## src/rtl/rslm_pkg.sv

```systemverilog
package rslm_pkg;

    localparam int RING_DEPTH_DEF = 64;

    localparam logic FUNC_SEND = 1'b0;
    localparam logic FUNC_RECV = 1'b1;

    // rtt value reported when no ring slot matches
    localparam logic signed [63:0] RTT_NONE = -64'sd1;

    typedef struct packed {
        logic [31:0]        seq;
        logic signed [63:0] stamp;
    } ring_entry_t;

    typedef enum logic [2:0] {
        ST_IDLE,
        ST_ACCUM,
        ST_READ,
        ST_CMP,
        ST_EMIT
    } state_t;

    typedef struct packed {
        logic write_send;
        logic capture_recv;
        logic accumulate;
        logic read;
        logic take_match;
        logic scan_next;
        logic load_result;
    } cmd_t;

    typedef struct packed {
        logic ack_nonzero;
        logic ring_empty;
        logic hit;
        logic scan_last;
        logic out_free;
    } status_t;

endpackage

```

## src/rtl/rslm_ctrl.sv

```systemverilog
module rslm_ctrl
(
    input  logic              clk,
    input  logic              rst_n,
    input  logic              item_valid,
    input  logic              func,
    input  rslm_pkg::status_t status,
    output rslm_pkg::cmd_t    cmd,
    output logic              item_stall
);

    rslm_pkg::state_t state_reg;
    rslm_pkg::state_t state_next;

    always_ff @(posedge clk or negedge rst_n)
    begin
        if (!rst_n)
        begin
            state_reg <= rslm_pkg::ST_IDLE;
        end
        else
        begin
            state_reg <= state_next;
        end
    end

    always_comb
    begin
        state_next = state_reg;
        unique case (state_reg)
            rslm_pkg::ST_IDLE:
            begin
                if (item_valid && (func == rslm_pkg::FUNC_RECV))
                begin
                    state_next = rslm_pkg::ST_ACCUM;
                end
            end
            rslm_pkg::ST_ACCUM:
            begin
                if (status.ack_nonzero && !status.ring_empty)
                begin
                    state_next = rslm_pkg::ST_READ;
                end
                else
                begin
                    state_next = rslm_pkg::ST_EMIT;
                end
            end
            rslm_pkg::ST_READ:
            begin
                state_next = rslm_pkg::ST_CMP;
            end
            rslm_pkg::ST_CMP:
            begin
                if (status.hit || status.scan_last)
                begin
                    state_next = rslm_pkg::ST_EMIT;
                end
                else
                begin
                    state_next = rslm_pkg::ST_READ;
                end
            end
            rslm_pkg::ST_EMIT:
            begin
                if (status.out_free)
                begin
                    state_next = rslm_pkg::ST_IDLE;
                end
            end
            default:
            begin
                state_next = rslm_pkg::ST_IDLE;
            end
        endcase
    end

    always_comb
    begin
        cmd        = '0;
        item_stall = 1'b1;
        unique case (state_reg)
            rslm_pkg::ST_IDLE:
            begin
                item_stall        = 1'b0;
                cmd.write_send    = item_valid && (func == rslm_pkg::FUNC_SEND);
                cmd.capture_recv  = item_valid && (func == rslm_pkg::FUNC_RECV);
            end
            rslm_pkg::ST_ACCUM:
            begin
                cmd.accumulate = 1'b1;
            end
            rslm_pkg::ST_READ:
            begin
                cmd.read = 1'b1;
            end
            rslm_pkg::ST_CMP:
            begin
                cmd.take_match = status.hit;
                cmd.scan_next  = !status.hit && !status.scan_last;
            end
            rslm_pkg::ST_EMIT:
            begin
                cmd.load_result = status.out_free;
            end
            default:
            begin
                cmd = '0;
            end
        endcase
    end

endmodule

```

## config.mk

```make
export PLATFORM = sky130hd
export DESIGN_NAME = rslm_ctrl
export DESIGN_NICKNAME = d
export VERILOG_FILES = /design/src/rtl/rslm_pkg.sv /design/src/rtl/rslm_ctrl.sv
export SDC_FILE = /design/constraint.sdc
export NUM_CORES = 1
export LEC_CHECK = 0
export ABC_AREA = 1
export BUFFER_PORTS_ARGS = -buffer_cell sky130_fd_sc_hd__buf_2
export CAP_MARGIN = 20
export CORE_AREA = 3 3 40 42
export CTS_BUF_LIST = sky130_fd_sc_hd__clkbuf_2
export DETAILED_ROUTE_END_ITERATION = 7
export DIE_AREA = 0 0 43 45
export SLEW_MARGIN = 25
export SYNTH_ARGS = -nofsm -noshare
export SYNTH_HDL_FRONTEND = slang
export SYNTH_SLANG_ARGS = --single-unit
```

## constraint.sdc

```tcl
create_clock -name clk -period 2.1 [get_ports clk]
set_clock_uncertainty 0.1 [all_clocks]
set_input_delay 0.105 -clock clk [delete_from_list [all_inputs] [get_ports clk]]
set_output_delay 0.105 -clock clk [all_outputs]
set_load 0.03 [all_outputs]
```

==> metrics.txt, run 1 <==
status finished, final reports clean; Max Cap Viol 0; IO Pins 17; TritonCTS clock tree done; XOR/XNOR Fraction of Synth Area 0%; Worst Setup End Kind output port; dominant cells by area after synthesis dfrtp_1 34%, nand3_1 14%, inv_1 14%; CP Launch Type flip-flop; total power between 400 and 500 µW; Fin. Hold Viols 0; period utilization around 67%; metal2 WL roughly 260 µm; post-DP HPWL 507 µm; number of global-route vias before repair between 200 and 250; Max-slew headroom a little under nine tenths; final setup fails 0; RR Startpoint state_reg[2]$_DFFE_PN0P_; IO Port Bufs 16; crit-path max cell delay between 0.4 and 0.5 ns; worst hold start item_valid; Chip Height approximately 45 µm; Compound-Gate Fraction of Synth Area between 3 and 4%; drt drc 0; Critical R2R Capture state_reg[0]$_DFFE_PN0P_; Post-DP Area around 320 µm²; worst hold slack about 0.086 ns; Critical Path AT about 1.2 ns; Syn. warnings 0; kind of critical path reg -> out; clock edge transition at the registers on the reported setup and hold paths roughly 0.04 ns; Worst Hold Class in -> reg; simple-gate area share of the yosys netlist 49.2%; GPL Wtd Cong 0.728; TritonCTS Buffers 3; register area share after synthesis about a third; Critical Path Fanout Max 7; Synth Cell Area between 200 and 250 µm²; post-synthesis mux area share 0%; Hold Path End state_reg[0]$_DFFE_PN0P_; clk buf depth 2; most area-hungry cell type in the Yosys netlist dfrtp_1; drt wl/cell ~8.2 µm; Mapped Cells 37; area delta synth->final 58.2%; CTS sink cnt 3; Nets just under 70; setup_tns 0 ns; mean post-synth cell area 5.99 µm²; ant diodes 0; Synth top area share 33.9%; final core utilization approximately 27%; first-pass GRT wire length 917 µm; Post-Route WL a little under 600 µm; most common cell after layout, fill and taps aside buf_2; Max VDD drop ~620 µV; main combinational cell family by area after synthesis simple AND/OR/NAND/NOR gates; R2R setup slack ~1.1 ns; Clock Latency Late Sink ~0.20 ns; Routed Antenna Nets 0; Worst path slowest cell dfrtp_1; Die W ~43 µm; Die ar. around 1900 µm²; share of layout cells above drive strength 1 36.2%; RSZ-0062 raised after global routing no; Post-Synth Adder-Cell Area 0%; design area around 350 µm²; initial antenna violation count 0; pin count of the biggest net entering global routing 8; Largest register FFs 3; H-tree levels 1; achievable frequency a little over 700 MHz; syn nets 46; Fillers about 160; most frequent cells in the layout 16 x buf_2, 8 x nand2_1, 8 x nor2_1, 8 x inv_1, 6 x nand3_1; worst hold path stage count 3; leakage ~0.00023 µW; gr ovfl total 0; worst reg2reg path depth 2; Synth Register Bits 3; post-cts sizing count 0; via count 280; CP required 1.89 ns; Final min period approximately 1.4 ns; routed length on met1 between 200 and 300 µm; Slew Limit Fails 0; drt pass-1 iters 2; Clk Tree Root Cell clkbuf_2; # Post-CTS Setup Buffers 0; initial DRC count 3; Initial Utilization between 10% and 20%; Core Area 1280 µm²; cell row count 13; Yosys cell types 9; Slew @ Worst Pin between 0.2 and 0.25 ns; vias per cell 3.84; total track usage under 10%; critical-path cell list nor2_2, nand2_1, nor2_1, buf_2; highest routed layer met3; Cell Pwr Density 1310 nW/µm²; DR WL met3 55 µm
==> Yosys cell counts <==
cell      count
nand3_1       6
nor2_2        1
inv_1         8
nand2_1       8
nor2_1        8
nor3_1        1
a21boi_1      1
dfrtp_1       3
nor3b_1       1
==> final cells by class <==
cell class,instances,area [µm²],area share [%]
Sequential cell,3,75.1,21.4
Tap cell,15,18.8,5.36
Inverter,8,30.0,8.57
Clock buffer,4,20.0,5.71
Multi-Input combinational cell,26,116,33.2
Timing Repair Buffer,17,90.1,25.7
==> metal layers <==
metal	track usage, %	vias up
met5	0	-
met4	7.23	0
met3	1.99	0
met2	9.88	11
met1	7.25	115
li1	-	154
==> worst max-delay path: cells and delay by family, from the launching register on <==
| family | cells | cell delay (ns) |
|---|---|---|
| AND/OR/NAND/NOR | 3 | 0.37 |
| buffers and inverters | 1 | 0.20 |
| flip-flops | 1 | 0.44 |
==> per-stage QoR <==
step | worst slack (ns) | cells
after floorplan | 0.619 | 37
after global placement | 0.904 | 68
after detailed placement | 0.877 | 68
after CTS | 0.662 | 73
after global routing | 0.591 | 73
final | 0.694 | 73
==> cells by family (layout without fill, tap and decap cells) <==
family,after synthesis,in the layout
compound gates,1,1
buf+inv,8,29
flops,3,3
simple gates,25,25
==> worst max path at each step <==
stage | start | to | cells after the start
floorplan | state_reg[2]$_DFFE_PN0P_ | cmd[5] | 3
global placement | state_reg[2]$_DFFE_PN0P_ | cmd[5] | 4
detailed placement | state_reg[2]$_DFFE_PN0P_ | cmd[5] | 4
CTS | state_reg[2]$_DFFE_PN0P_ | cmd[5] | 4
global route | state_reg[2]$_DFFE_PN0P_ | cmd[6] | 4
finish | state_reg[2]$_DFFE_PN0P_ | cmd[5] | 4
==> repair_timing <==
| item | in CTS | in global routing |
|---|---|---|
| setup endpoints to repair | 0 | 0 |
| endpoints found under the hold margin | 3 | 0 |
| hold buffers | 1 | 0 |
==> report_power, final <==
group | internal (µW) | switching (µW) | leakage (µW)
Sequential | 81.7 | 31.3 | 0.0000397
Clock | 50.3 | 27.7 | 0.0000166
Combinational | 80.9 | 187 | 0.000174
Total | 213 | 246 | 0.000230
No activity file was read; power rests on OpenSTA's default activity.
==> inputs of run 2 (changes only) <==
==> constraint.sdc (replaced) <==
create_clock -name clk -period 1.2 [get_ports clk]
set_clock_uncertainty 0.1 [all_clocks]
set_input_delay 0.06 -clock clk [delete_from_list [all_inputs] [get_ports clk]]
set_output_delay 0.06 -clock clk [all_outputs]
set_load 0.03 [all_outputs]
==> run 2 against run 1 <==
Net effect:
- the run now ends with negative setup slack left
- register-to-register slack got worse by 1.1 ns
- clock power is 85% higher
- cell area increased by 30%
- core utilization grew 8.3 points
- sequential share of layout area down 4.4 points
- count of clock-buffer cells in the layout is the same
- critical path depth decreased by 1
- sequential cell count did not move
- first-iteration DRC count rose to 3.0 times the previous value
- via count up 10%
- hold slack got worse by 0.032 ns
- die area unchanged
- largest cell class is now buffers
==> metrics.txt, run 2 (synthesis gave the netlist of run 1 again) <==
vias per cell 3.96; drt wl/cell between 8 and 9 µm; share of layout cells above drive strength 1 between 50% and 60%; Die W ~43 µm; Cell Pwr Density 2250 nW/µm²; most frequent cells in the layout 8 x inv_1, 8 x buf_2, 8 x buf_4; CP Launch Point state_reg[2]$_DFFE_PN0P_; Critical R2R Capture state_reg[2]$_DFFE_PN0P_; total track usage 7.76%; Worst Hold Class in -> reg; Clock Latency Late Sink between 0.2 and 0.25 ns; final setup fails 8; Core Area about 1300 µm²; TritonCTS Buffers 3; initial antenna violation count 0; via count between 300 and 400; period utilization 108%; cell row count 13; Final min period roughly 1.3 ns; Slew Limit Fails 0; post-DP HPWL 483 µm; initial DRC count 9; ant diodes 0; Critical Path Fanout Max 6; Chip Height about 45 µm; failing checks negative setup slack; Critical Path AT between 1 and 1.5 ns; GPL Wtd Cong 0.678; CTS sink cnt 3; total power slightly above 1000 µW; IO Pins 17; first-pass GRT wire length just over 1000 µm; IO Port Bufs 16; drt pass-1 iters 4; Die ar. just under 2000 µm²; RR Startpoint state_reg[0]$_DFFE_PN0P_; pin count of the biggest net entering global routing 8; Max VDD drop 1250 µV; Max Cap Viol 0; area delta synth->final 106%; Worst Setup EP cmd[2]; Largest register FFs 3; kind of critical path reg -> out; clk buf depth 2; CP Launch Type flip-flop; TritonCTS clock tree done; worst hold start status[4]; gr ovfl total 0; RSZ-0062 raised after global routing yes; Slew @ Worst Pin approximately 0.18 ns; Fillers 139; Clk Tree Root Cell clkbuf_2; Fin. Hold Viols 0; Place WS 0.0257 ns; worst reg2reg path depth 6; Nets 73; Worst Setup End Kind output port; achievable frequency 770 MHz; setup ws final -0.0994 ns; drt drc 0; Routed Antenna Nets 0; leakage between 0.0002 and 0.0003 µW; clock edge transition at the registers on the reported setup and hold paths 0.04 ns; Initial Utilization 17.2%; R2R setup slack roughly 0.05 ns; number of global-route vias before repair ~270; footprint of the multi-input gates roughly 140 µm²; status finished with violations; Reg area between 70 and 80 µm²; CP required roughly 1.0 ns; Post-Route WL 646 µm; Max-slew headroom between 80 and 90%; Placed Cells between 60 and 70; Layout Cells excl Fill between 70 and 80; H-tree levels 1
[run 2: cell type report]
cell class / instances / share of cell area (%)
inverters: 8 / 6.58
clock buffers: 4 / 4.38
flip-flops and latches: 3 / 17.0
multi-input cells: 26 / 31.5
repair buffers: 22 / 36.4
well taps: 15 / 4.11
[run 2: through the flow]
step	hold slack (ns)	instance area, µm²	TNS (ns)	utilization, %
after floorplan	-0.336	231	-0.234	-
after global placement	-0.244	330	0	25.7
after detailed placement	-0.242	330	0	25.7
after CTS	0.0451	435	-0.499	33.9
after global routing	0.0518	457	-1.12	35.5
final	0.0537	457	-0.469	35.5
[run 2: where the power goes]
| part | internal (µW) | switching, µW |
|---|---|---|
| clock | 87.9 | 56.3 |
| sequential | 148 | 69.6 |
| combinational | 280 | 384 |
[run 2: worst max-delay path, cell delays in order (launching register included)]
cell,delay [ns]
dfrtp_2,0.44
buf_4,0.15
nor3b_2,0.16
buf_4,0.17
[run 2: worst min-delay path by stage]
stage                     cells after the start  slack (ns)                        to
after floorplan                               0       -0.34  state_reg[0]$_DFFE_PN0P_
after global placement                        1       -0.24  state_reg[1]$_DFFE_PN0P_
after detailed placement                      1       -0.24  state_reg[0]$_DFFE_PN0P_
after CTS                                     3        0.05  state_reg[0]$_DFFE_PN0P_
after global routing                          4        0.05  state_reg[2]$_DFFE_PN0P_
final                                         4        0.05  state_reg[2]$_DFFE_PN0P_
[run 2: metal layers]
metal / track usage [%] / up-vias / routed length [µm]
li1: - / 164 / -
met1: 8.98 / 127 / 304
met2: 10.5 / 16 / 274
met3: 3.59 / 2 / 57
met4: 7.23 / 0 / 9
met5: 0 / - / 0
[run 2: timing repair]
| action | CTS | global route |
|---|---|---|
| setup buffers | 4 | 1 |
| hold endpoints to repair | 3 | 0 |
| pin swaps | 3 | 0 |
| hold buffers | 1 | 0 |
| resized for setup | 16 | 5 |
| endpoints found under the setup margin | 8 | 8 |
